## src/sv/lqi_pkg.sv

```systemverilog
package lqi_pkg;

   localparam int STATE_COUNT = 4;
   localparam int ELEM_MAX    = 4;
   localparam int IDX_W       = (STATE_COUNT > 1) ? $clog2(STATE_COUNT) : 1;

   localparam int CSR_ADDR_W = 4;
   localparam int CSR_DATA_W = 64;

   localparam logic [CSR_ADDR_W-1:0] CSR_OUTPUT_ROW     = CSR_ADDR_W'(0);
   localparam logic [CSR_ADDR_W-1:0] CSR_STATE_GAIN_ROW = CSR_ADDR_W'(1);
   localparam logic [CSR_ADDR_W-1:0] CSR_INTEGRAL_GAIN  = CSR_ADDR_W'(2);
   localparam logic [CSR_ADDR_W-1:0] CSR_INTEGRAL_LOW   = CSR_ADDR_W'(3);
   localparam logic [CSR_ADDR_W-1:0] CSR_INTEGRAL_HIGH  = CSR_ADDR_W'(4);
   localparam logic [CSR_ADDR_W-1:0] CSR_DRIVE_LOW      = CSR_ADDR_W'(5);
   localparam logic [CSR_ADDR_W-1:0] CSR_DRIVE_HIGH     = CSR_ADDR_W'(6);
   localparam logic [CSR_ADDR_W-1:0] CSR_GAINS_VALID    = CSR_ADDR_W'(7);

   // multiplier operand selects
   localparam logic [1:0] MA_X    = 2'd0;
   localparam logic [1:0] MA_ERR  = 2'd1;
   localparam logic [1:0] MA_INT  = 2'd2;
   localparam logic [1:0] MB_C    = 2'd0;
   localparam logic [1:0] MB_K    = 2'd1;
   localparam logic [1:0] MB_STEP = 2'd2;
   localparam logic [1:0] MB_KI   = 2'd3;

   // sequencer jump kinds
   localparam logic [1:0] JMP_NEXT   = 2'd0;
   localparam logic [1:0] JMP_LOOP   = 2'd1;
   localparam logic [1:0] JMP_NOGAIN = 2'd2;

   localparam int UPC_W = 4;
   localparam logic [UPC_W-1:0] UA_CMUL = UPC_W'(0);
   localparam logic [UPC_W-1:0] UA_KMUL = UPC_W'(1);
   localparam logic [UPC_W-1:0] UA_ERR  = UPC_W'(2);
   localparam logic [UPC_W-1:0] UA_DMUL = UPC_W'(3);
   localparam logic [UPC_W-1:0] UA_INT  = UPC_W'(4);
   localparam logic [UPC_W-1:0] UA_IMUL = UPC_W'(5);
   localparam logic [UPC_W-1:0] UA_KI   = UPC_W'(6);
   localparam logic [UPC_W-1:0] UA_SAT  = UPC_W'(7);
   localparam logic [UPC_W-1:0] UA_OUT  = UPC_W'(8);
   localparam logic [UPC_W-1:0] UA_ZERO = UPC_W'(9);

   localparam logic signed [41:0] SAT_HI = 42'sd2147483647;
   localparam logic signed [41:0] SAT_LO = -42'sd2147483648;

   typedef logic [ELEM_MAX-1:0][15:0] row_type;

   typedef struct packed {
      row_type            output_row;
      row_type            state_gain_row;
      logic signed [15:0] integral_gain;
      logic signed [31:0] integral_low;
      logic signed [31:0] integral_high;
      logic signed [15:0] drive_low;
      logic signed [15:0] drive_high;
      logic               gains_valid;
   } cfg_type;

   typedef struct packed {
      logic [1:0]       a_sel;
      logic [1:0]       b_sel;
      logic             acc_y;
      logic             acc_k;
      logic             err;
      logic             integ;
      logic             ki;
      logic             u;
      logic             out;
      logic             zero;
      logic [1:0]       jmp;
      logic [UPC_W-1:0] target;
   } uword_type;

   typedef struct packed {
      logic             start;
      logic [1:0]       a_sel;
      logic [1:0]       b_sel;
      logic [IDX_W-1:0] idx;
      logic             acc_y;
      logic             acc_k;
      logic             err;
      logic             integ;
      logic             ki;
      logic             u;
      logic             out;
      logic             zero;
   } ctl_type;

   function automatic logic signed [31:0] sat32(input logic signed [41:0] v);
      logic signed [31:0] r;
      if (v > SAT_HI) begin
         r = 32'sh7FFFFFFF;
      end else if (v < SAT_LO) begin
         r = $signed(32'h80000000);
      end else begin
         r = v[31:0];
      end
      return r;
   endfunction

   // microprogram
   function automatic uword_type lqi_ucode(input logic [UPC_W-1:0] addr);
      uword_type w;
      w = '0;
      case (addr)
         UA_CMUL: begin
            w.a_sel  = MA_X;
            w.b_sel  = MB_C;
            w.acc_k  = 1'b1;
            w.jmp    = JMP_NOGAIN;
            w.target = UA_ZERO;
         end
         UA_KMUL: begin
            w.a_sel  = MA_X;
            w.b_sel  = MB_K;
            w.acc_y  = 1'b1;
            w.jmp    = JMP_LOOP;
            w.target = UA_CMUL;
         end
         UA_ERR: begin
            w.acc_k = 1'b1;
            w.err   = 1'b1;
         end
         UA_DMUL: begin
            w.a_sel = MA_ERR;
            w.b_sel = MB_STEP;
         end
         UA_INT: begin
            w.integ = 1'b1;
         end
         UA_IMUL: begin
            w.a_sel = MA_INT;
            w.b_sel = MB_KI;
         end
         UA_KI: begin
            w.ki = 1'b1;
         end
         UA_SAT: begin
            w.u = 1'b1;
         end
         UA_OUT: begin
            w.out = 1'b1;
         end
         UA_ZERO: begin
            w.zero = 1'b1;
         end
         default: begin
            w.zero = 1'b1;
         end
      endcase
      return w;
   endfunction

endpackage

```

## src/sv/lqi_useq.sv

```systemverilog
module lqi_useq import lqi_pkg::*; (
   input  logic    clock,
   input  logic    reset,
   input  logic    req_valid,
   output logic    req_ready,
   output logic    rsp_valid,
   input  logic    rsp_ready,
   input  logic    gains_valid,
   output ctl_type ctl
);

   logic             busy_ff, busy_in;
   logic [UPC_W-1:0] pc_ff, pc_in;
   logic [IDX_W-1:0] idx_ff, idx_in;
   logic             rsp_valid_ff, rsp_valid_in;
   uword_type        word;
   logic             accept;
   logic             finish;
   logic             stall;
   logic             commit;
   logic             last_elem;

   assign word      = lqi_ucode(pc_ff);
   assign accept    = req_valid && !busy_ff;
   assign finish    = busy_ff && (word.out || word.zero);
   assign stall     = finish && rsp_valid_ff && !rsp_ready;
   assign commit    = finish && !stall;
   assign last_elem = (idx_ff == IDX_W'(STATE_COUNT - 1));

   assign req_ready = !busy_ff;
   assign rsp_valid = rsp_valid_ff;

   always_comb begin
      busy_in      = busy_ff;
      pc_in        = pc_ff;
      idx_in       = idx_ff;
      rsp_valid_in = rsp_valid_ff;
      if (rsp_ready) begin
         rsp_valid_in = 1'b0;
      end
      if (commit) begin
         rsp_valid_in = 1'b1;
         busy_in      = 1'b0;
      end
      if (accept) begin
         busy_in = 1'b1;
         pc_in   = UA_CMUL;
         idx_in  = '0;
      end else if (busy_ff && !finish) begin
         case (word.jmp)
            JMP_LOOP: begin
               if (!last_elem) begin
                  idx_in = idx_ff + IDX_W'(1);
                  pc_in  = word.target;
               end else begin
                  pc_in = pc_ff + UPC_W'(1);
               end
            end
            JMP_NOGAIN: begin
               pc_in = gains_valid ? pc_ff + UPC_W'(1) : word.target;
            end
            default: begin
               pc_in = pc_ff + UPC_W'(1);
            end
         endcase
      end
   end

   always_comb begin
      ctl       = '0;
      ctl.start = accept;
      ctl.a_sel = word.a_sel;
      ctl.b_sel = word.b_sel;
      ctl.idx   = idx_ff;
      ctl.acc_y = busy_ff && word.acc_y;
      ctl.acc_k = busy_ff && word.acc_k;
      ctl.err   = busy_ff && word.err;
      ctl.integ = busy_ff && word.integ;
      ctl.ki    = busy_ff && word.ki;
      ctl.u     = busy_ff && word.u;
      ctl.out   = commit && word.out;
      ctl.zero  = commit && word.zero;
   end

   always_ff @(posedge clock) begin
      if (reset) begin
         busy_ff      <= 1'b0;
         pc_ff        <= UA_CMUL;
         idx_ff       <= '0;
         rsp_valid_ff <= 1'b0;
      end else begin
         busy_ff      <= busy_in;
         pc_ff        <= pc_in;
         idx_ff       <= idx_in;
         rsp_valid_ff <= rsp_valid_in;
      end
   end

   a_pc_range: assert property (@(posedge clock) disable iff (reset)
      busy_ff |-> (pc_ff <= UA_ZERO))
      else $error("sequencer left the program");

   a_idx_range: assert property (@(posedge clock) disable iff (reset)
      busy_ff |-> (idx_ff <= IDX_W'(STATE_COUNT - 1)))
      else $error("element index out of range");

   a_start: assert property (@(posedge clock) disable iff (reset)
      accept |=> (busy_ff && pc_ff == UA_CMUL && idx_ff == '0))
      else $error("program did not start at its head");

   a_commit: assert property (@(posedge clock) disable iff (reset)
      commit |=> (rsp_valid_ff && !busy_ff))
      else $error("finished transaction not presented");

endmodule

```

## config.mk

```make
export PLATFORM = sky130hd
export DESIGN_NAME = lqi_useq
export DESIGN_NICKNAME = d
export VERILOG_FILES = /design/src/sv/lqi_pkg.sv /design/src/sv/lqi_useq.sv
export SDC_FILE = /design/constraint.sdc
export NUM_CORES = 1
export LEC_CHECK = 0
export BUFFER_PORTS_ARGS = -buffer_cell sky130_fd_sc_hd__buf_2
export CORE_MARGIN = 5
export CORE_UTILIZATION = 48
export CTS_CLUSTER_DIAMETER = 200
export DETAILED_ROUTE_END_ITERATION = 8
export GPL_TIMING_DRIVEN = 0
export HOLD_SLACK_MARGIN = 0.05
export PLACE_DENSITY = 0.75
export SYNTH_ARGS = -nofsm -noshare
export SYNTH_HDL_FRONTEND = slang
export SYNTH_SLANG_ARGS = --single-unit
```

## constraint.sdc

```tcl
create_clock -name clock -period 2.8 [get_ports clock]
set_clock_uncertainty 0.2 [all_clocks]
set_input_delay 0 -clock clock [delete_from_list [all_inputs] [get_ports clock]]
set_output_delay 0 -clock clock [all_outputs]
set_load 0.01 [all_outputs]
```

==> impl_metrics.json <==
{
  "setup_tns_ns": 0,
  "ant_nets": 0,
  "cp_top_family": "buffers and inverters",
  "crit_buf_inv": 2,
  "final_common_cell": "buf_2",
  "cts_sinks": 8,
  "yosysSeqAreaShare_pct": 24.0,
  "slowest_stage": "nor4_1",
  "p_leak_nw": 0.446,
  "crit_type": "flip-flop to flip-flop",
  "root_buffer": "clkbuf_4",
  "cts_setup_buffers": 0,
  "end_kind": "flip-flop",
  "period_share_pct": 90.1,
  "h-tree-depth": 1,
  "die_area_sq_mm": 0.00223,
  "vias_per_cell": 5.66,
  "vias": 736,
  "rrSetupSlack_ns": 0.28,
  "rsz0062_at_grt": "false",
  "cp_cell_sequence": "inv_1 > ha_1 > nor4_1 > o21ai_0 > a21oi_1 > dlygate4sd3_1",
  "grt_pass1_vias": 630,
  "syn-mean-instance-area_sq_um": 7.67,
  "synth.cell_area_sq_um": 667,
  "worstSetupStartpointType": "flip-flop",
  "path_clk_slew_ns": 0.05,
  "ys_ff_latch": 8,
  "drt_iter0_markers": 26,
  "yosysWarningCount": 0,
  "cpPeakStageDelay_ns": 0.63,
  "power_per_cell_area_mw_per_mm2": 450,
  "gr-usage-all-layers_pct": 17.0,
  "run_status": "finished, final reports clean",
  "r2r_start": "pc_ff[0]",
  "gp_congestion": 0.893,
  "drive_above_1_share_pct": 26.3,
  "initial_core_util_pct": 51.3,
  "num_rows": 13,
  "gr-total-overflow": 0,
  "pin_count": 22,
  "ir_drop_uv": 327,
  "cts_tree": "yes",
  "min_to": "busy_ff",
  "postSynthCellCount": 87,
  "port_buffers": 21,
  "fin_nets": 129,
  "grt_pass1_wl_um": 2700,
  "hold_viol_final": 0,
  "core-area_sq_mm": 0.00130,
  "worst_pin_slew_ns": 0.656,
  "wirelength_um": 1670,
  "layout_common_cells": "buf_2, nor2_1, inv_1, ha_1, dfxtp_1",
  "worstRegToRegCells": 6,
  "drt-pass1-iter-count": 4,
  "drv_cap": 0,
  "avgRoutedWirePerCell_um": 12.9,
  "relSlewSlack_pct": 55.9,
  "die_x_um": 47.3,
  "die_y_um": 47.3,
  "finalMaxSlewViolations": 0,
  "min_path_cells": 5,
  "worstPathRequired_ns": 2.80,
  "worst_hold_slack_ns": 0.111,
  "setup_viol": 0,
  "synthFlopType": "dfxtp_1",
  "fmax_mhz": 396,
  "antenna_found_initial": 0,
  "finalCriticalPeriod_ns": 2.52,
  "worstHoldStart": "rsp_ready",
  "syn_to_final_growth_pct": 26.8,
  "cp_max_fo": 7,
  "clk_latency_ns": 0.25,
  "synth_fp_nets": 100,
  "post-dp-hpwl_um": 1310,
  "route.detailed.drc": 0,
  "clockBufferDepth": 2,
  "yosys.cell_types.count": 29,
  "cts_buffers": 3,
  "cp.arrival_ns": 2.52,
  "crit_path_start": "pc_ff[0]",
  "hold_class": "primary input to flip-flop",
  "async_reset_ff_share_pct": 0,
  "rr_endpoint": "rsp_valid",
  "synth-edff-count": 0,
  "grt_max_degree": 11
}
## metrics by stage
stage / util, % / total power, mW / setup slack [ns] / cells / area [sq um]
2_1_floorplan: - / 0.252 / 0.643 / 87 / 667
3_3_place_gp: 60.8 / 0.287 / 0.466 / 123 / 791
3_5_place_dp: 60.8 / 0.290 / 0.438 / 123 / 791
4_1_cts: 64.8 / 0.384 / 0.316 / 129 / 843
5_1_grt: 64.8 / 0.413 / 0.182 / 129 / 843
6_report: 65.0 / 0.380 / 0.278 / 130 / 846
## sequential cells by signal (all words and copies together) (netlist names)
name / flops
busy_ff: 1
idx_ff: 2
pc_ff: 4
rsp_valid: 1
## cell families after synthesis
logic type,Yosys count,synth area share [%]
XOR/XNOR,1,1.31
AND/OR/NAND/NOR,44,35.5
buffers and inverters,9,5.63
adder cells (fa/ha/maj),8,15.0
AO/OA/AOI/OAI,16,17.1
multiplexers,1,1.50
flip-flops,8,24.0
## metal layers
layer  up-vias  track usage (%)  routed length [um]
met1       333             20.4                 658
met2        39             26.5                 805
met5         -                0                   0
met4         0             11.0                  26
li1        360                -                   -
met3         4             4.60                 182
## cells in the mapped netlist (all sizes together), types with 2 or more instances
cell / count / area, sq um
ha: 8 / 100
nor4: 2 / 12.5
nand2: 7 / 26.3
and2: 3 / 18.8
nand2b: 5 / 31.3
and3: 3 / 18.8
a211oi: 2 / 25.0
nor2: 11 / 41.3
nand3: 2 / 10.0
dfxtp: 8 / 160
inv: 8 / 30.0
o21ai: 2 / 10.0
nor3: 3 / 15.0
or2: 2 / 12.5
a21oi: 6 / 30.0
and2b: 2 / 15.0
## what timing repair did
item                      in CTS  in global routing
hold endpoints to repair       8                  0
hold buffers                   3                  0
gates resized for setup        0                  0
## layout make-up
cell class / instances / area [sq um]
fill: 128 / 455
inverter: 8 / 30.0
buffer: 1 / 7.51
multi-input combinational: 70 / 469
antenna: 1 / 2.50
tap: 15 / 18.8
clock buffer: 3 / 22.5
timing repair buffer: 24 / 135
sequential: 8 / 160
## worst reg2reg max path, delay by kind of cell (launching register included)
family                   cells  cell delay (ns)
buffers and inverters        2             0.65
AND/OR/NAND/NOR              1             0.63
flip-flops                   1             0.37
AO/OA/AOI/OAI                2             0.32
adder cells (fa/ha/maj)      1             0.30
## how the worst max path moves through the flow
stage	end	slack (ns)	cells after the start
floorplan	pc_ff[3]	0.64	8
global placement	pc_ff[3]	0.47	8
detailed placement	pc_ff[3]	0.44	8
CTS	rsp_valid	0.32	6
global route	rsp_valid	0.18	6
finish	rsp_valid	0.28	6
## power by group
part           leakage, nW  switching, mW  internal, mW
logic                0.367         0.0978        0.0685
registers           0.0649        0.00774         0.120
clock network       0.0138         0.0376        0.0489
total                0.446          0.143         0.237
Note: power is estimated with default switching activity, not from simulation.
