===== config.mk =====
export PLATFORM = sky130hd
export DESIGN_NAME = lqi_dpath
export DESIGN_NICKNAME = d
export VERILOG_FILES = /design/src/sv/lqi_pkg.sv /design/src/sv/lqi_dpath.sv
export SDC_FILE = /design/constraint.sdc
export NUM_CORES = 2
export LEC_CHECK = 0
export ABC_AREA = 1
export ABC_CLOCK_PERIOD_IN_PS = 11000
export BUFFER_PORTS_ARGS = -buffer_cell sky130_fd_sc_hd__buf_4
export CORE_AREA = 2 2 343 345
export CTS_CLUSTER_DIAMETER = 30
export DETAILED_ROUTE_END_ITERATION = 10
export DIE_AREA = 0 0 345 347
export GPL_ROUTABILITY_DRIVEN = 0
export PLACE_DENSITY_LB_ADDON = 0.25
export SYNTH_ARGS = -nofsm -noshare
export SYNTH_HDL_FRONTEND = slang
export SYNTH_SLANG_ARGS = --single-unit

===== constraint.sdc =====
create_clock -name clock -period 11 [get_ports clock]
set_input_delay 1.65 -clock clock [delete_from_list [all_inputs] [get_ports clock]]
set_output_delay 1.65 -clock clock [all_outputs]
set_load 0.005 [all_outputs]

===== src/sv/lqi_pkg.sv =====
package lqi_pkg;

   localparam int STATE_COUNT = 4;
   localparam int ELEM_MAX    = 4;
   localparam int IDX_W       = (STATE_COUNT > 1) ? $clog2(STATE_COUNT) : 1;

   localparam int CSR_ADDR_W = 4;
   localparam int CSR_DATA_W = 64;

   localparam logic [CSR_ADDR_W-1:0] CSR_OUTPUT_ROW     = CSR_ADDR_W'(0);
   localparam logic [CSR_ADDR_W-1:0] CSR_STATE_GAIN_ROW = CSR_ADDR_W'(1);
   localparam logic [CSR_ADDR_W-1:0] CSR_INTEGRAL_GAIN  = CSR_ADDR_W'(2);
   localparam logic [CSR_ADDR_W-1:0] CSR_INTEGRAL_LOW   = CSR_ADDR_W'(3);
   localparam logic [CSR_ADDR_W-1:0] CSR_INTEGRAL_HIGH  = CSR_ADDR_W'(4);
   localparam logic [CSR_ADDR_W-1:0] CSR_DRIVE_LOW      = CSR_ADDR_W'(5);
   localparam logic [CSR_ADDR_W-1:0] CSR_DRIVE_HIGH     = CSR_ADDR_W'(6);
   localparam logic [CSR_ADDR_W-1:0] CSR_GAINS_VALID    = CSR_ADDR_W'(7);

   // multiplier operand selects
   localparam logic [1:0] MA_X    = 2'd0;
   localparam logic [1:0] MA_ERR  = 2'd1;
   localparam logic [1:0] MA_INT  = 2'd2;
   localparam logic [1:0] MB_C    = 2'd0;
   localparam logic [1:0] MB_K    = 2'd1;
   localparam logic [1:0] MB_STEP = 2'd2;
   localparam logic [1:0] MB_KI   = 2'd3;

   // sequencer jump kinds
   localparam logic [1:0] JMP_NEXT   = 2'd0;
   localparam logic [1:0] JMP_LOOP   = 2'd1;
   localparam logic [1:0] JMP_NOGAIN = 2'd2;

   localparam int UPC_W = 4;
   localparam logic [UPC_W-1:0] UA_CMUL = UPC_W'(0);
   localparam logic [UPC_W-1:0] UA_KMUL = UPC_W'(1);
   localparam logic [UPC_W-1:0] UA_ERR  = UPC_W'(2);
   localparam logic [UPC_W-1:0] UA_DMUL = UPC_W'(3);
   localparam logic [UPC_W-1:0] UA_INT  = UPC_W'(4);
   localparam logic [UPC_W-1:0] UA_IMUL = UPC_W'(5);
   localparam logic [UPC_W-1:0] UA_KI   = UPC_W'(6);
   localparam logic [UPC_W-1:0] UA_SAT  = UPC_W'(7);
   localparam logic [UPC_W-1:0] UA_OUT  = UPC_W'(8);
   localparam logic [UPC_W-1:0] UA_ZERO = UPC_W'(9);

   localparam logic signed [41:0] SAT_HI = 42'sd2147483647;
   localparam logic signed [41:0] SAT_LO = -42'sd2147483648;

   typedef logic [ELEM_MAX-1:0][15:0] row_type;

   typedef struct packed {
      row_type            output_row;
      row_type            state_gain_row;
      logic signed [15:0] integral_gain;
      logic signed [31:0] integral_low;
      logic signed [31:0] integral_high;
      logic signed [15:0] drive_low;
      logic signed [15:0] drive_high;
      logic               gains_valid;
   } cfg_type;

   typedef struct packed {
      logic [1:0]       a_sel;
      logic [1:0]       b_sel;
      logic             acc_y;
      logic             acc_k;
      logic             err;
      logic             integ;
      logic             ki;
      logic             u;
      logic             out;
      logic             zero;
      logic [1:0]       jmp;
      logic [UPC_W-1:0] target;
   } uword_type;

   typedef struct packed {
      logic             start;
      logic [1:0]       a_sel;
      logic [1:0]       b_sel;
      logic [IDX_W-1:0] idx;
      logic             acc_y;
      logic             acc_k;
      logic             err;
      logic             integ;
      logic             ki;
      logic             u;
      logic             out;
      logic             zero;
   } ctl_type;

   function automatic logic signed [31:0] sat32(input logic signed [41:0] v);
      logic signed [31:0] r;
      if (v > SAT_HI) begin
         r = 32'sh7FFFFFFF;
      end else if (v < SAT_LO) begin
         r = $signed(32'h80000000);
      end else begin
         r = v[31:0];
      end
      return r;
   endfunction

   // microprogram
   function automatic uword_type lqi_ucode(input logic [UPC_W-1:0] addr);
      uword_type w;
      w = '0;
      case (addr)
         UA_CMUL: begin
            w.a_sel  = MA_X;
            w.b_sel  = MB_C;
            w.acc_k  = 1'b1;
            w.jmp    = JMP_NOGAIN;
            w.target = UA_ZERO;
         end
         UA_KMUL: begin
            w.a_sel  = MA_X;
            w.b_sel  = MB_K;
            w.acc_y  = 1'b1;
            w.jmp    = JMP_LOOP;
            w.target = UA_CMUL;
         end
         UA_ERR: begin
            w.acc_k = 1'b1;
            w.err   = 1'b1;
         end
         UA_DMUL: begin
            w.a_sel = MA_ERR;
            w.b_sel = MB_STEP;
         end
         UA_INT: begin
            w.integ = 1'b1;
         end
         UA_IMUL: begin
            w.a_sel = MA_INT;
            w.b_sel = MB_KI;
         end
         UA_KI: begin
            w.ki = 1'b1;
         end
         UA_SAT: begin
            w.u = 1'b1;
         end
         UA_OUT: begin
            w.out = 1'b1;
         end
         UA_ZERO: begin
            w.zero = 1'b1;
         end
         default: begin
            w.zero = 1'b1;
         end
      endcase
      return w;
   endfunction

endpackage


===== src/sv/lqi_dpath.sv =====
module lqi_dpath import lqi_pkg::*; (
   input  logic               clock,
   input  logic               reset,
   input  ctl_type            ctl,
   input  cfg_type            cfg,
   input  row_type            req_state,
   input  logic signed [15:0] req_setpoint,
   input  logic [15:0]        req_step_time,
   output logic signed [15:0] rsp_drive,
   output logic signed [31:0] rsp_drive_unclamped,
   output logic signed [31:0] rsp_tracking_error,
   output logic signed [31:0] rsp_integral_value
);

   logic signed [15:0] x_ff [STATE_COUNT];
   logic signed [15:0] setpoint_ff;
   logic [15:0]        step_ff;
   logic signed [48:0] prod_ff;
   logic signed [33:0] acc_y_ff;
   logic signed [41:0] acc_k_ff;
   logic signed [31:0] err_ff;
   logic signed [31:0] integ_ff;
   logic signed [31:0] u_ff;
   logic signed [15:0] drive_ff;
   logic signed [31:0] out_u_ff;
   logic signed [31:0] out_err_ff;
   logic signed [31:0] out_integ_ff;

   logic signed [31:0] a_op;
   logic signed [16:0] b_op;
   logic signed [48:0] prod_in;
   logic signed [41:0] err_diff;
   logic signed [33:0] integ_sum;
   logic signed [33:0] integ_lo;
   logic signed [31:0] integ_in;
   logic signed [23:0] u_shift;
   logic signed [23:0] drive_lo;
   logic signed [15:0] drive_in;

   always_comb begin
      case (ctl.a_sel)
         MA_X:    a_op = 32'(x_ff[ctl.idx]);
         MA_ERR:  a_op = err_ff;
         MA_INT:  a_op = integ_ff;
         default: a_op = '0;
      endcase
      case (ctl.b_sel)
         MB_C:    b_op = 17'($signed(cfg.output_row[ctl.idx]));
         MB_K:    b_op = 17'($signed(cfg.state_gain_row[ctl.idx]));
         MB_STEP: b_op = $signed({1'b0, step_ff});
         MB_KI:   b_op = 17'(cfg.integral_gain);
         default: b_op = '0;
      endcase
   end

   assign prod_in = a_op * b_op;

   assign err_diff  = 42'($signed({setpoint_ff, 8'h00})) - 42'(acc_y_ff);
   assign integ_sum = 34'(integ_ff) + 34'($signed(prod_ff[48:16]));
   assign integ_lo  = (integ_sum < 34'(cfg.integral_low)) ? 34'(cfg.integral_low) : integ_sum;
   assign integ_in  = (integ_lo > 34'(cfg.integral_high)) ? cfg.integral_high
                                                         : integ_lo[31:0];
   assign u_shift   = $signed(u_ff[31:8]);
   assign drive_lo  = (u_shift < 24'(cfg.drive_low)) ? 24'(cfg.drive_low) : u_shift;
   assign drive_in  = (drive_lo > 24'(cfg.drive_high)) ? cfg.drive_high : drive_lo[15:0];

   always_ff @(posedge clock) begin
      if (reset) begin
         integ_ff <= '0;
      end else if (ctl.integ) begin
         integ_ff <= integ_in;
      end
   end

   always_ff @(posedge clock) begin
      if (ctl.start) begin
         for (int i = 0; i < STATE_COUNT; i++) begin
            x_ff[i] <= $signed(req_state[i]);
         end
         setpoint_ff <= req_setpoint;
         step_ff     <= req_step_time;
         prod_ff     <= '0;
         acc_y_ff    <= '0;
         acc_k_ff    <= '0;
      end else begin
         prod_ff <= prod_in;
         if (ctl.acc_y) begin
            acc_y_ff <= acc_y_ff + 34'(prod_ff);
         end
         if (ctl.acc_k) begin
            acc_k_ff <= acc_k_ff + 42'(prod_ff);
         end else if (ctl.ki) begin
            acc_k_ff <= acc_k_ff + 42'($signed(prod_ff[48:8]));
         end
      end
      if (ctl.err) begin
         err_ff <= sat32(err_diff);
      end
      if (ctl.u) begin
         u_ff <= sat32(-acc_k_ff);
      end
      if (ctl.out) begin
         drive_ff     <= drive_in;
         out_u_ff     <= u_ff;
         out_err_ff   <= err_ff;
         out_integ_ff <= integ_ff;
      end else if (ctl.zero) begin
         drive_ff     <= '0;
         out_u_ff     <= '0;
         out_err_ff   <= '0;
         out_integ_ff <= '0;
      end
   end

   assign rsp_drive           = drive_ff;
   assign rsp_drive_unclamped = out_u_ff;
   assign rsp_tracking_error  = out_err_ff;
   assign rsp_integral_value  = out_integ_ff;

endmodule


==> impl_metrics.json <==
{
  "outcome": "finished clean",
  "hold-path-cell-count": 2,
  "max_slew.worst_pin.slew_ns": 1.24,
  "tritoncts_clock_tree": "yes",
  "die_y_microns": 347,
  "regToRegEndpoint": "prod_ff[36]",
  "max_slew_margin_pct": 17.2,
  "clk_latency_ns": 0.73,
  "ctsHtreeMaxLevel": 3,
  "synth.lib_cells_used.distinct": 55,
  "num-nets-final": 8576,
  "timing.hold.worst.start": "acc_k_ff[41]",
  "core_area_sq_um": 116000,
  "reg2regPathDepth": 29,
  "i_o_pin_count": 466,
  "maximum_clock_skew_at_final_layout_ns": 0.0757,
  "worst_path_largest_cell_delay_ns": 0.63,
  "floorplan.initialDensity_pct": 43.8,
  "postSynthNetCount": 8130,
  "async_s_r_ff_share_synth_pct": 0,
  "area_growth_syn_to_layout_pct": 17.6,
  "floorplan.rows": 125,
  "synth_top_area_cell": "fa_1",
  "finalCritPeriodShare_pct": 87.9,
  "drv_slew": 0,
  "cts-root-to-sink-buffers": 3,
  "clock.fmax_mhz": 103,
  "hold-path-endpoint": "acc_k_ff[41]",
  "timing.rr.start": "x_ff[3][15]",
  "overflow": 0,
  "die_x_microns": 345,
  "drt_iter0_drc": 4648,
  "detailedRoute.firstPassIterationCount": 8,
  "die_area_sq_um": 120000,
  "numPortBuffers": 464,
  "crit_type": "in -> reg",
  "largest_net_degree_at_the_start_of_global_routing": 81,
  "postSynthAreaPerCell_sq_um": 7.36,
  "post_route_cells_drive_above_1_share_pct": 10.4,
  "n_antenna_cell": 0,
  "cts_hold_buffers": 0,
  "synth.area.top_cells": "fa_1 21%, edfxtp_1 16%, nand2_1 12%, inv_1 10%, ha_1 9.0%",
  "crit_required_ns": 11.60,
  "wire_length_of_the_first_global_routing_pass_microns": 271000,
  "final_core_utilization_pct": 51.5,
  "synth_edf_count": 272,
  "synthesis.instances": 6887,
  "critPathSlowestCell": "fa_1",
  "path_clk_slew_ns": 0.05,
  "cell_at_the_root_of_the_clock_tree": "clkbuf_16",
  "synth_seq_cells": 429,
  "antenna_found_initial": 3,
  "multiInputGateArea_sq_um": 33200,
  "syn-cell-area_sq_um": 50700,
  "timing_hold_violations_final": 0,
  "via_count_of_the_first_global_routing_pass": 47500,
  "clock_sink_count": 429,
  "wire_per_inst_microns": 19.8,
  "detailroute.via_count": 47900,
  "grt_usage_pct": 29.2,
  "cts.repair_timing.setup_buffer_count": 0,
  "hp-class": "reg -> reg",
  "drtAntennaViolNets": 0,
  "setup_viol_count_final": 0,
  "routed_wirelength_microns": 177000,
  "synth_flop_cell": "edfxtp_1",
  "post_drt_via_cell_ratio": 5.36,
  "synth-seq-area-share_pct": 22.3,
  "grt_setup_unrepaired": "false",
  "worst_hold_slack_ns": 0.465,
  "post-synth-top-area-fraction_pct": 20.7,
  "worst_ep_arrival_time_ns": 10.27,
  "seq_area_sq_um": 11300,
  "dp_hpwl_microns": 145000,
  "startpoint_type": "input pin",
  "fill_cells": 11300,
  "maxCapViolations": 0,
  "totalNegativeSetupSlack_ns": 0,
  "cts_buffers": 105,
  "r2r_slack_ns": 3.04,
  "critPathCaptureType": "flip-flop",
  "path_max_fanout": 37,
  "final.min_clock_period_ns": 9.67,
  "ctsResizeCount": 0,
  "synth_warnings": 0,
  "drc": 0
}
==> per-layer routing <==
| layer | share of wire (%) | global-route usage (%) |
|---|---|---|
| met1 | 40 | 37.5 |
| met2 | 45 | 46.9 |
| met4 | 5.1 | 13.3 |
| met5 | 0.016 | 0 |
| met3 | 10 | 6.84 |
==> Yosys cell counts, drive strengths merged, types with 17 or more instances <==
master	n
nor2	680
o21a	27
o211ai	19
ha	365
inv	1420
o21bai	46
nand4	66
xor2	95
a21oi	465
clkbuf	151
nand2	1631
a21o	25
edfxtp	272
dfxtp	157
buf	55
o22ai	17
o21ai	368
fa	524
nor3	46
a31oi	24
nand3	287
xnor2	29
==> stage by stage <==
step / worst slack, ns / instance area [sq um] / instances
after global routing: 0.949 / 59600 / 8949
final: 1.33 / 59600 / 8949
after global placement: 0.934 / 55900 / 8750
after detailed placement: 0.847 / 55900 / 8750
after floorplan: 2.83 / 50700 / 6887
after CTS: 1.58 / 59600 / 8949
==> area by class of cell <==
class / count / share of cell area (%)
Clock buffer: 130 / 4.91
Multi-Input combinational cell: 4823 / 55.7
Timing Repair Buffer: 545 / 6.87
Tap cell: 1524 / 3.20
Inverter: 1429 / 8.99
Clock inverter: 69 / 1.37
Sequential cell: 429 / 19.0
==> cell families after synthesis <==
kind of cell,share of synthesized area [%]
flops,22.3
fa+ha+maj,29.7
xor+xnor,2.14
simple gates,21.9
compound gates,11.7
buf+inv,12.3
==> state kept, by name, indices dropped and copies added, names as in the netlist <==
| register | flops |
|---|---|
| acc_k_ff | 42 |
| acc_y_ff | 34 |
| err_ff | 32 |
| integ_ff | 32 |
| prod_ff | 49 |
| rsp_drive | 16 |
| rsp_drive_unclamped | 32 |
| rsp_integral_value | 32 |
| rsp_tracking_error | 32 |
| setpoint_ff | 16 |
| step_ff | 16 |
| u_ff | 32 |
| x_ff | 64 |
==> worst max path at each step <==
stage               startpoint     endpoint  cells past startpoint
finish                  ctl[8]  prod_ff[36]                     32
global route            ctl[8]  prod_ff[36]                     32
CTS                     ctl[8]  prod_ff[36]                     32
detailed placement      ctl[8]  prod_ff[36]                     32
global placement        ctl[8]  prod_ff[36]                     32
floorplan               ctl[8]  prod_ff[36]                     35
==> cells in the final DEF (no fill, tap or decap), types with 15 or more instances in the layout <==
cell        instances
inv_1            1406
ha_1              365
o211ai_1           19
a21oi_1           451
clkinvlp_4         15
a31oi_1            23
o22ai_1            17
o21bai_1           46
nor3_1             45
buf_4             544
clkinv_1           19
a21o_1             25
nand3_1           285
xnor2_1            29
clkinv_2           15
fa_1              524
clkbuf_16         111
o21a_1             27
nand2_1          1631
nor2_1            674
xor2_1             95
dfxtp_1           157
o21ai_0           363
nand4_1            66
edfxtp_1          272
==> worst max-delay path, delay by kind of cell <==
| kind | cells | cell delay (ns) |
|---|---|---|
| fa+ha+maj | 7 | 3.59 |
| buf+inv | 10 | 2.17 |
| compound gates | 5 | 1.29 |
| simple gates | 10 | 1.55 |
Power is not shown: default switching activity piles up to over one toggle a cycle in this logic, so the estimate is an artifact.
