[config.mk]
export PLATFORM = sky130hd
export DESIGN_NAME = lqi_csr
export DESIGN_NICKNAME = d
export VERILOG_FILES = /design/src/sv/lqi_pkg.sv /design/src/sv/lqi_csr.sv
export SDC_FILE = /design/constraint.sdc
export NUM_CORES = 1
export LEC_CHECK = 0
export ABC_AREA = 1
export BUFFER_PORTS_ARGS = -buffer_cell sky130_fd_sc_hd__buf_2
export CELL_PAD_IN_SITES_DETAIL_PLACEMENT = 0
export CELL_PAD_IN_SITES_GLOBAL_PLACEMENT = 2
export CORE_MARGIN = 4
export CORE_UTILIZATION = 28
export CTS_BUF_LIST = sky130_fd_sc_hd__clkbuf_16
export DETAILED_ROUTE_END_ITERATION = 7
export PLACE_DENSITY = 0.93
export SYNTH_ARGS = -nofsm -noshare
export SYNTH_HDL_FRONTEND = slang
export SYNTH_SLANG_ARGS = --single-unit
[constraint.sdc]
create_clock -name clock -period 3.5 [get_ports clock]
set_clock_uncertainty 0.15 [all_clocks]
set_input_delay 0.35 -clock clock [delete_from_list [all_inputs] [get_ports clock]]
set_output_delay 0.35 -clock clock [all_outputs]
set_load 0.1 [all_outputs]
[src/sv/lqi_pkg.sv]
package lqi_pkg;

   localparam int STATE_COUNT = 4;
   localparam int ELEM_MAX    = 4;
   localparam int IDX_W       = (STATE_COUNT > 1) ? $clog2(STATE_COUNT) : 1;

   localparam int CSR_ADDR_W = 4;
   localparam int CSR_DATA_W = 64;

   localparam logic [CSR_ADDR_W-1:0] CSR_OUTPUT_ROW     = CSR_ADDR_W'(0);
   localparam logic [CSR_ADDR_W-1:0] CSR_STATE_GAIN_ROW = CSR_ADDR_W'(1);
   localparam logic [CSR_ADDR_W-1:0] CSR_INTEGRAL_GAIN  = CSR_ADDR_W'(2);
   localparam logic [CSR_ADDR_W-1:0] CSR_INTEGRAL_LOW   = CSR_ADDR_W'(3);
   localparam logic [CSR_ADDR_W-1:0] CSR_INTEGRAL_HIGH  = CSR_ADDR_W'(4);
   localparam logic [CSR_ADDR_W-1:0] CSR_DRIVE_LOW      = CSR_ADDR_W'(5);
   localparam logic [CSR_ADDR_W-1:0] CSR_DRIVE_HIGH     = CSR_ADDR_W'(6);
   localparam logic [CSR_ADDR_W-1:0] CSR_GAINS_VALID    = CSR_ADDR_W'(7);

   // multiplier operand selects
   localparam logic [1:0] MA_X    = 2'd0;
   localparam logic [1:0] MA_ERR  = 2'd1;
   localparam logic [1:0] MA_INT  = 2'd2;
   localparam logic [1:0] MB_C    = 2'd0;
   localparam logic [1:0] MB_K    = 2'd1;
   localparam logic [1:0] MB_STEP = 2'd2;
   localparam logic [1:0] MB_KI   = 2'd3;

   // sequencer jump kinds
   localparam logic [1:0] JMP_NEXT   = 2'd0;
   localparam logic [1:0] JMP_LOOP   = 2'd1;
   localparam logic [1:0] JMP_NOGAIN = 2'd2;

   localparam int UPC_W = 4;
   localparam logic [UPC_W-1:0] UA_CMUL = UPC_W'(0);
   localparam logic [UPC_W-1:0] UA_KMUL = UPC_W'(1);
   localparam logic [UPC_W-1:0] UA_ERR  = UPC_W'(2);
   localparam logic [UPC_W-1:0] UA_DMUL = UPC_W'(3);
   localparam logic [UPC_W-1:0] UA_INT  = UPC_W'(4);
   localparam logic [UPC_W-1:0] UA_IMUL = UPC_W'(5);
   localparam logic [UPC_W-1:0] UA_KI   = UPC_W'(6);
   localparam logic [UPC_W-1:0] UA_SAT  = UPC_W'(7);
   localparam logic [UPC_W-1:0] UA_OUT  = UPC_W'(8);
   localparam logic [UPC_W-1:0] UA_ZERO = UPC_W'(9);

   localparam logic signed [41:0] SAT_HI = 42'sd2147483647;
   localparam logic signed [41:0] SAT_LO = -42'sd2147483648;

   typedef logic [ELEM_MAX-1:0][15:0] row_type;

   typedef struct packed {
      row_type            output_row;
      row_type            state_gain_row;
      logic signed [15:0] integral_gain;
      logic signed [31:0] integral_low;
      logic signed [31:0] integral_high;
      logic signed [15:0] drive_low;
      logic signed [15:0] drive_high;
      logic               gains_valid;
   } cfg_type;

   typedef struct packed {
      logic [1:0]       a_sel;
      logic [1:0]       b_sel;
      logic             acc_y;
      logic             acc_k;
      logic             err;
      logic             integ;
      logic             ki;
      logic             u;
      logic             out;
      logic             zero;
      logic [1:0]       jmp;
      logic [UPC_W-1:0] target;
   } uword_type;

   typedef struct packed {
      logic             start;
      logic [1:0]       a_sel;
      logic [1:0]       b_sel;
      logic [IDX_W-1:0] idx;
      logic             acc_y;
      logic             acc_k;
      logic             err;
      logic             integ;
      logic             ki;
      logic             u;
      logic             out;
      logic             zero;
   } ctl_type;

   function automatic logic signed [31:0] sat32(input logic signed [41:0] v);
      logic signed [31:0] r;
      if (v > SAT_HI) begin
         r = 32'sh7FFFFFFF;
      end else if (v < SAT_LO) begin
         r = $signed(32'h80000000);
      end else begin
         r = v[31:0];
      end
      return r;
   endfunction

   // microprogram
   function automatic uword_type lqi_ucode(input logic [UPC_W-1:0] addr);
      uword_type w;
      w = '0;
      case (addr)
         UA_CMUL: begin
            w.a_sel  = MA_X;
            w.b_sel  = MB_C;
            w.acc_k  = 1'b1;
            w.jmp    = JMP_NOGAIN;
            w.target = UA_ZERO;
         end
         UA_KMUL: begin
            w.a_sel  = MA_X;
            w.b_sel  = MB_K;
            w.acc_y  = 1'b1;
            w.jmp    = JMP_LOOP;
            w.target = UA_CMUL;
         end
         UA_ERR: begin
            w.acc_k = 1'b1;
            w.err   = 1'b1;
         end
         UA_DMUL: begin
            w.a_sel = MA_ERR;
            w.b_sel = MB_STEP;
         end
         UA_INT: begin
            w.integ = 1'b1;
         end
         UA_IMUL: begin
            w.a_sel = MA_INT;
            w.b_sel = MB_KI;
         end
         UA_KI: begin
            w.ki = 1'b1;
         end
         UA_SAT: begin
            w.u = 1'b1;
         end
         UA_OUT: begin
            w.out = 1'b1;
         end
         UA_ZERO: begin
            w.zero = 1'b1;
         end
         default: begin
            w.zero = 1'b1;
         end
      endcase
      return w;
   endfunction

endpackage

[src/sv/lqi_csr.sv]
module lqi_csr import lqi_pkg::*; (
   input  logic                  clock,
   input  logic                  reset,
   input  logic                  csr_valid,
   output logic                  csr_ready,
   input  logic [CSR_ADDR_W-1:0] csr_addr,
   input  logic [CSR_DATA_W-1:0] csr_data,
   output cfg_type               cfg
);

   cfg_type cfg_ff;
   cfg_type cfg_in;

   assign csr_ready = 1'b1;
   assign cfg       = cfg_ff;

   always_comb begin
      cfg_in = cfg_ff;
      if (csr_valid) begin
         case (csr_addr)
            CSR_OUTPUT_ROW:     cfg_in.output_row     = csr_data;
            CSR_STATE_GAIN_ROW: cfg_in.state_gain_row = csr_data;
            CSR_INTEGRAL_GAIN:  cfg_in.integral_gain  = $signed(csr_data[15:0]);
            CSR_INTEGRAL_LOW:   cfg_in.integral_low   = $signed(csr_data[31:0]);
            CSR_INTEGRAL_HIGH:  cfg_in.integral_high  = $signed(csr_data[31:0]);
            CSR_DRIVE_LOW:      cfg_in.drive_low      = $signed(csr_data[15:0]);
            CSR_DRIVE_HIGH:     cfg_in.drive_high     = $signed(csr_data[15:0]);
            CSR_GAINS_VALID:    cfg_in.gains_valid    = csr_data[0];
            default:            cfg_in = cfg_ff;
         endcase
      end
   end

   always_ff @(posedge clock) begin
      if (reset) begin
         cfg_ff.output_row     <= '0;
         cfg_ff.state_gain_row <= '0;
         cfg_ff.integral_gain  <= '0;
         cfg_ff.integral_low   <= $signed(32'h80000000);
         cfg_ff.integral_high  <= 32'sh7FFFFFFF;
         cfg_ff.drive_low      <= $signed(16'h8000);
         cfg_ff.drive_high     <= 16'sh7FFF;
         cfg_ff.gains_valid    <= 1'b0;
      end else begin
         cfg_ff <= cfg_in;
      end
   end

endmodule

==> results.tsv, run 1 <==
metric	value	unit
crit_buf_inv	1	
outcome	completed	
r2r_slack	2.68	ns
cts_buffers	28	
globalRouteMet2Util	28.3	%
worst-path-max-fanout	2	
yosysSeqAreaShare	50.0	%
synthesized_area_fraction_occupied_by_ao_oa_aoi_and_oai_cells	0.0519	%
cap_violations	0	
die_height	194	um
root_buffer	sky130_fd_sc_hd__clkbuf_16	
unrepaired_setup_endpoints_after_global_routing	no	
cts-root-to-sink-buffers	3	
relSlewSlack	37.2	%
synth_top_flop_cell	sky130_fd_sc_hd__dfxtp_1	
start_kind	flip-flop	
synth_edf_count	0	
grt-ovfl-total	0	
boundaryPins	313	
synth.top_cells.by_area	sky130_fd_sc_hd__dfxtp_1 50%, sky130_fd_sc_hd__nand2_1 16%, sky130_fd_sc_hd__nor2_1 15%, sky130_fd_sc_hd__inv_1 6.3%, sky130_fd_sc_hd__nand4_1 5.3%	
unique_cell_type_count_in_the_yosys_netlist	17	
crit-reg2reg-launch	cfg[213]$_SDFFE_PP0P_	
cts_tree	yes	
yosys.area_share.simple	39.4	%
yosysWarningCount	0	
gp_congestion	0.790	
netlist_area_before_placement	9650	um2
post_cts_buffers	0	
die_width	194	um
critical-path-slowest-cell	sky130_fd_sc_hd__buf_2	
post_synth_xor_area_fraction	0	%
max_ffs_per_register	241	
diodes	0	
fin_crit	1.89	ns
post_cts_resize_count	0	
clock_slew_at_reported_path_ffs	0.06	ns
total_of_flip_flops_plus_latches_after_synthesis	241	
destination_of_the_worst_register_to_register_timing_path	cfg[213]$_SDFFE_PP0P_	
r2r.worst_path.cells	4	
setup.worst_path.class	flip-flop to primary output	
grt_start_max_net_pins	131	
synth_top_family_by_area	simple AND/OR/NAND/NOR gates	
max_slew.worst_pin.slew	0.940	ns
yosys-mux-area-fraction	0	%
drt_iter0_drc	448	
dp_hpwl	22600	um
min_path_type	input port to flip-flop	
leading_cell_type_by_number_of_instances_after_synthesis	sky130_fd_sc_hd__nand2_1	
clock.fmax	530	MHz
clock_tree.htree_level_count	1	
synth_top_area_share	50.0	%
globalRouteTotalUtil	17.0	%
detail_route.wirelength	33400	um
globalRoute.busiestLayer	met2	
slowest_delay	0.45	ns
power.ir.vdd_worst	0.314	mV
endpoint_kind	primary output	
final-max-slew-violation-count	0	
synth_top_cells_by_count	406 x sky130_fd_sc_hd__nand2_1, 390 x sky130_fd_sc_hd__nor2_1, 241 x sky130_fd_sc_hd__dfxtp_1	
critical_path_arrival	1.39	ns
synthesis.nets	1504	
holdWs	0.0290	ns
drc	0	
grt_first_pass_wirelength	52300	um
final_hold_viol_count	0	
synthesized_area_fraction_occupied_by_adder_cells	0	%
finalSetupTns	0	ns
clock_latency_of_the_later_clocked_register_in_the_worst_skew_pair	0.54	ns
synth.avg_cell_area	6.74	um2
die_area	37500	um2
number_of_endpoints_failing_setup_at_the_final_stage	0	
vias	9486	
worst-endpoint-required	3.00	ns
critical_path.startpoint	cfg[97]$_SDFFE_PP0P_	
cell_row_count	67	
wl_per_cell	15.0	um
clock_sinks	241	
grt.met1_usage	21.1	%
nets	1829	
netlist_instances	1433	
power_leakage	7.03	nW
initial_utilization	28.6	%
critPathTopFamily	buffers and inverters	
areaGrowthSynthToFinish	34.9	%
count_of_buffers_inserted_at_the_top_level_ports	311	
timing.final.crit_share	53.9	%
worstHoldPathCells	3	
whs_endpoint	cfg[78]$_SDFFE_PP0P_	
final_layout_size_suffix_gt1_share	20.6	%
vias_in_the_first_global_route	9056	
async_reset_ff_share	0	%
ant_nets	0	
grt_antenna_before_repair	0	
netlist.top_cell.by_area	sky130_fd_sc_hd__dfxtp_1	
power.density_cell_area	496	nW/um2
drt_pass1_iterations	6	
hp_start	csr_data[13]	
gr_util_met3	5.56	%
via_per_inst	4.26	
path_cells	buf_2	
core_area	33800	um2
how the worst max path moves through the flow:
stage / to / slack, ns / depth (start not counted)
after CTS: cfg[99] / 1.59 / 1
after detailed placement: cfg[177]$_SDFFE_PP0P_ / 1.10 / 7
after global routing: cfg[177]$_SDFFE_PP0P_ / 1.56 / 7
final: cfg[97] / 1.61 / 1
after floorplan: cfg[205]$_SDFFE_PP0P_ / 2.07 / 4
after global placement: cfg[177]$_SDFFE_PP0P_ / 1.16 / 7
layout by cell type, fill, tap and decap left out, drive strengths merged:
master | synthesis | layout
nand2 | 406 | 406
nor2 | 396 | 396
buf | 52 | 323
dfxtp | 241 | 241
inv | 165 | 177
nand4 | 81 | 81
dlygate4sd3 | 0 | 62
nand3 | 51 | 51
clkbuf | 38 | 29
clkinv | 0 | 8
nand3b | 1 | 1
o21ai | 1 | 1
conb | 1 | 1
bufinv | 0 | 1
kinds of logic (layout without fill, tap and decap cells):
logic type / Yosys count / after routing
simple gates: 935 / 935
flops: 241 / 241
other cells: 1 / 1
buf+inv: 255 / 600
compound gates: 1 / 1
power by group:
group,internal (mW),switching (mW)
registers,2.81,0.0319
logic,0.195,0.756
clock network,1.55,1.13
total,4.55,1.92
metrics by stage:
step	area (um2)	power (mW)	cells	util, %	worst slack (ns)
final	13000	6.46	2226	38.6	1.61
after CTS	13000	6.58	2226	38.6	1.59
after global placement	11600	3.80	2114	34.2	1.16
after floorplan	9650	3.57	1433	-	2.07
after global routing	13000	6.75	2226	38.6	1.56
after detailed placement	11600	3.80	2114	34.2	1.10
area by class of cell:
cell class	instances	area [um2]
multi-input cells	937	3850
well taps	448	561
inverters	165	627
fillers	3610	20800
flip-flops and latches	241	4820
repair buffers	385	2330
clock buffers	29	726
clock inverters	21	108
routing by layer:
layer / part of all wire, % / vias to the layer above
met1: 42 / 4217
met5: 0 / -
li1: - / 4957
met2: 46 / 255
met3: 8.3 / 57
met4: 3.0 / 0
repair_timing:
item / CTS / global route
hold endpoints to repair: 154 / 0
setup endpoints to repair: 0 / 0
hold buffers: 62 / 0
Power figures use the tool's default switching activity.
==> run 2, diff against run 1 <==
- CORE_UTILIZATION: 28 -> 24
- PLACE_DENSITY: 0.93 -> 0.86
- clock period: 3.5 -> 1.6 ns (I/O delays scaled with it)
==> results.tsv, run 2 (synthesis gave the netlist of run 1 again) <==
metric	value	unit	change
grt-ovfl-total	0		unchanged
post_cts_buffers	0		unchanged
max_slew.worst_pin.slew	0.570	ns	-0.370 ns
die_width	209	um	+7.7%
min_path_type	input port to flip-flop		
via_per_inst	4.14		-2.8%
outcome	completed		
power.density_cell_area	1040	nW/um2	+110%
boundaryPins	313		unchanged
holdWs	0.0406	ns	+0.0116 ns
most_common_library_cell_in_the_layout_ignoring_fill_and_taps	sky130_fd_sc_hd__nand2_1		
ant_nets	0		unchanged
count_of_buffers_inserted_at_the_top_level_ports	311		unchanged
setup.worst_path.class	input port to flip-flop		
crit-reg2reg-launch	cfg[228]$_SDFFE_PP0P_		
worst-endpoint-required	1.88	ns	-1.12 ns
hp_start	csr_addr[0]		
cell_row_count	73		+9.0%
finalSetupTns	0	ns	unchanged
grt_first_pass_wirelength	54600	um	+4.3%
critical_path_arrival	1.86	ns	+0.47 ns
power.internal	10.4	mW	+130%
drt_pass1_iterations	5		-1
areaGrowthSynthToFinish	48.2	%	
grt_antenna_before_repair	4		+4
die_height	209	um	+7.7%
clock_sinks	241		unchanged
vias_in_the_first_global_route	9247		+2.1%
clock_latency_of_the_later_clocked_register_in_the_worst_skew_pair	0.55	ns	about the same
timing.final.crit_share	99.0	%	
fin_crit	1.58	ns	
detail_route.wirelength	35900	um	+7.4%
gp_congestion	0.783		-0.87%
total_switching_power	4.38	mW	+130%
endpoint_kind	flip-flop		
start_kind	input port		
core_area	39700	um2	+18%
p_sw_share	29.6	%	-0.072 points
max_ffs_per_register	241		unchanged
die_area	43500	um2	+16%
number_of_endpoints_failing_setup_at_the_final_stage	0		unchanged
power.ir.vdd_worst	0.657	mV	+110%
grt_start_max_net_pins	64		-51%
final-max-slew-violation-count	0		unchanged
r2r_slack	0.26	ns	-2.42 ns
final_hold_viol_count	0		unchanged
cts-root-to-sink-buffers	3		unchanged
path_cells	dlygate4sd3_1 -> buf_2 -> clkinv_8 -> nand2_1 -> nor2_1 -> dlygate4sd3_1		
drc	0		unchanged
root_buffer	sky130_fd_sc_hd__clkbuf_16		
final_cell_mix	406 x sky130_fd_sc_hd__nand2_1, 388 x sky130_fd_sc_hd__nor2_1, 248 x sky130_fd_sc_hd__buf_4, 241 x sky130_fd_sc_hd__dfxtp_1, 168 x sky130_fd_sc_hd__inv_1		
cap_violations	0		unchanged
worstHoldPathCells	6		+3
worst_path_most_repeated_cell	sky130_fd_sc_hd__dlygate4sd3_1		
r2r.worst_path.cells	5		+1
share_clk_of_total_power	42.9	%	+1.5 points
wl_per_cell	15.3	um	+2.1%
cts_buffers	29		+3.6%
power_leakage	7.35	nW	+4.6%
cts_tree	yes		
share_seq_of_total_power	41.9	%	-2.0 points
final_layout_size_suffix_gt1_share	21.8	%	+1.2 points
globalRouteTotalUtil	15.6	%	-1.4 points
final.fill_count	4275		+18%
slowest_delay	0.56	ns	+0.11 ns
combinationalPowerShare	15.2	%	+0.5 points
layout.core_utilization	36.0	%	-2.5 points
critical_path.startpoint	reset		
drt_iter0_drc	453		+1.1%
initial_utilization	24.3	%	-4.3 points
clock_tree.htree_level_count	1		unchanged
worst-path-max-fanout	21		+19
vias	9701		+2.3%
clock.fmax	631	MHz	
relSlewSlack	62.0	%	+25 points
clock_slew_at_reported_path_ffs	0.06	ns	about the same
dp_hpwl	24800	um	+9.5%
nets	1865		+2.0%
critical-path-slowest-cell	sky130_fd_sc_hd__dlygate4sd3_1		
## run 2: cell count changes in the layout (fill, tap and decap cells not counted), moves of 3 or more
cell	previous run	this run
sky130_fd_sc_hd__buf_2	310	69
sky130_fd_sc_hd__buf_4	8	248
sky130_fd_sc_hd__buf_6	0	8
sky130_fd_sc_hd__dlygate4sd3_1	62	75
sky130_fd_sc_hd__buf_12	5	19
sky130_fd_sc_hd__inv_1	175	168
sky130_fd_sc_hd__clkinv_1	6	9
sky130_fd_sc_hd__clkinv_2	2	6
## run 2: area by class of cell
cell class,instances,area (um2),share of cell area [%]
inverter,165,632,4.42
antenna,1,2.50,0.0175
multi-input combinational,937,3850,26.9
timing repair inverter,1,8.76,0.0612
sequential,241,4820,33.7
clock inverter,24,180,1.26
clock buffer,29,726,5.07
tap,525,657,4.59
timing repair buffer,419,3430,24.0
## run 2: worst paths after layout
check,endpoint
setup / recovery,cfg[228]$_SDFFE_PP0P_
hold / removal,cfg[101]$_SDFFE_PP0P_
setup reg to reg,cfg[228]$_SDFFE_PP0P_
hold reg to reg,cfg[59]$_SDFFE_PP1P_
## run 2: per-stage QoR
step	area (um2)	instances	total power [mW]	setup WS (ns)
3_5_place_dp	12000	2212	8.39	0.188
4_1_cts	14300	2340	15.1	0.00475
5_1_grt	14300	2342	15.5	-0.00647
3_3_place_gp	12000	2212	8.38	0.221
2_1_floorplan	9650	1433	7.81	0.172
6_report	14300	2342	14.8	0.0157
## run 2: metal layers
layer / global-route usage [%] / part of all wire (%) / vias up
li1: - / - / 5034
met1: 19.3 / 43 / 4325
met2: 26.1 / 47 / 266
met3: 4.40 / 7.1 / 70
met4: 5.49 / 3.3 / 6
met5: 0 / 0.11 / -
## run 2: worst max-delay path, delay by kind of cell
family	cells	cell delay, ns
buffers and inverters	4	1.52
and+or+nand+nor	2	0.17
## run 2: power groups by stage
stage                     clock [mW]  sequential [mW]  combinational, mW
final                           6.36             6.22               2.25
after global placement             0             6.34               2.05
after CTS                       6.62             6.22               2.27
after detailed placement           0             6.34               2.05
after global routing            6.83             6.23               2.40
after floorplan                    0             7.29              0.521
## run 2: what timing repair did
item                                    in CTS  in global routing
hold endpoints to repair                   234                  0
hold buffers                                75                  0
cloned                                       0                  1
endpoints found under the setup margin     241                  7
resized for setup                          246                  4
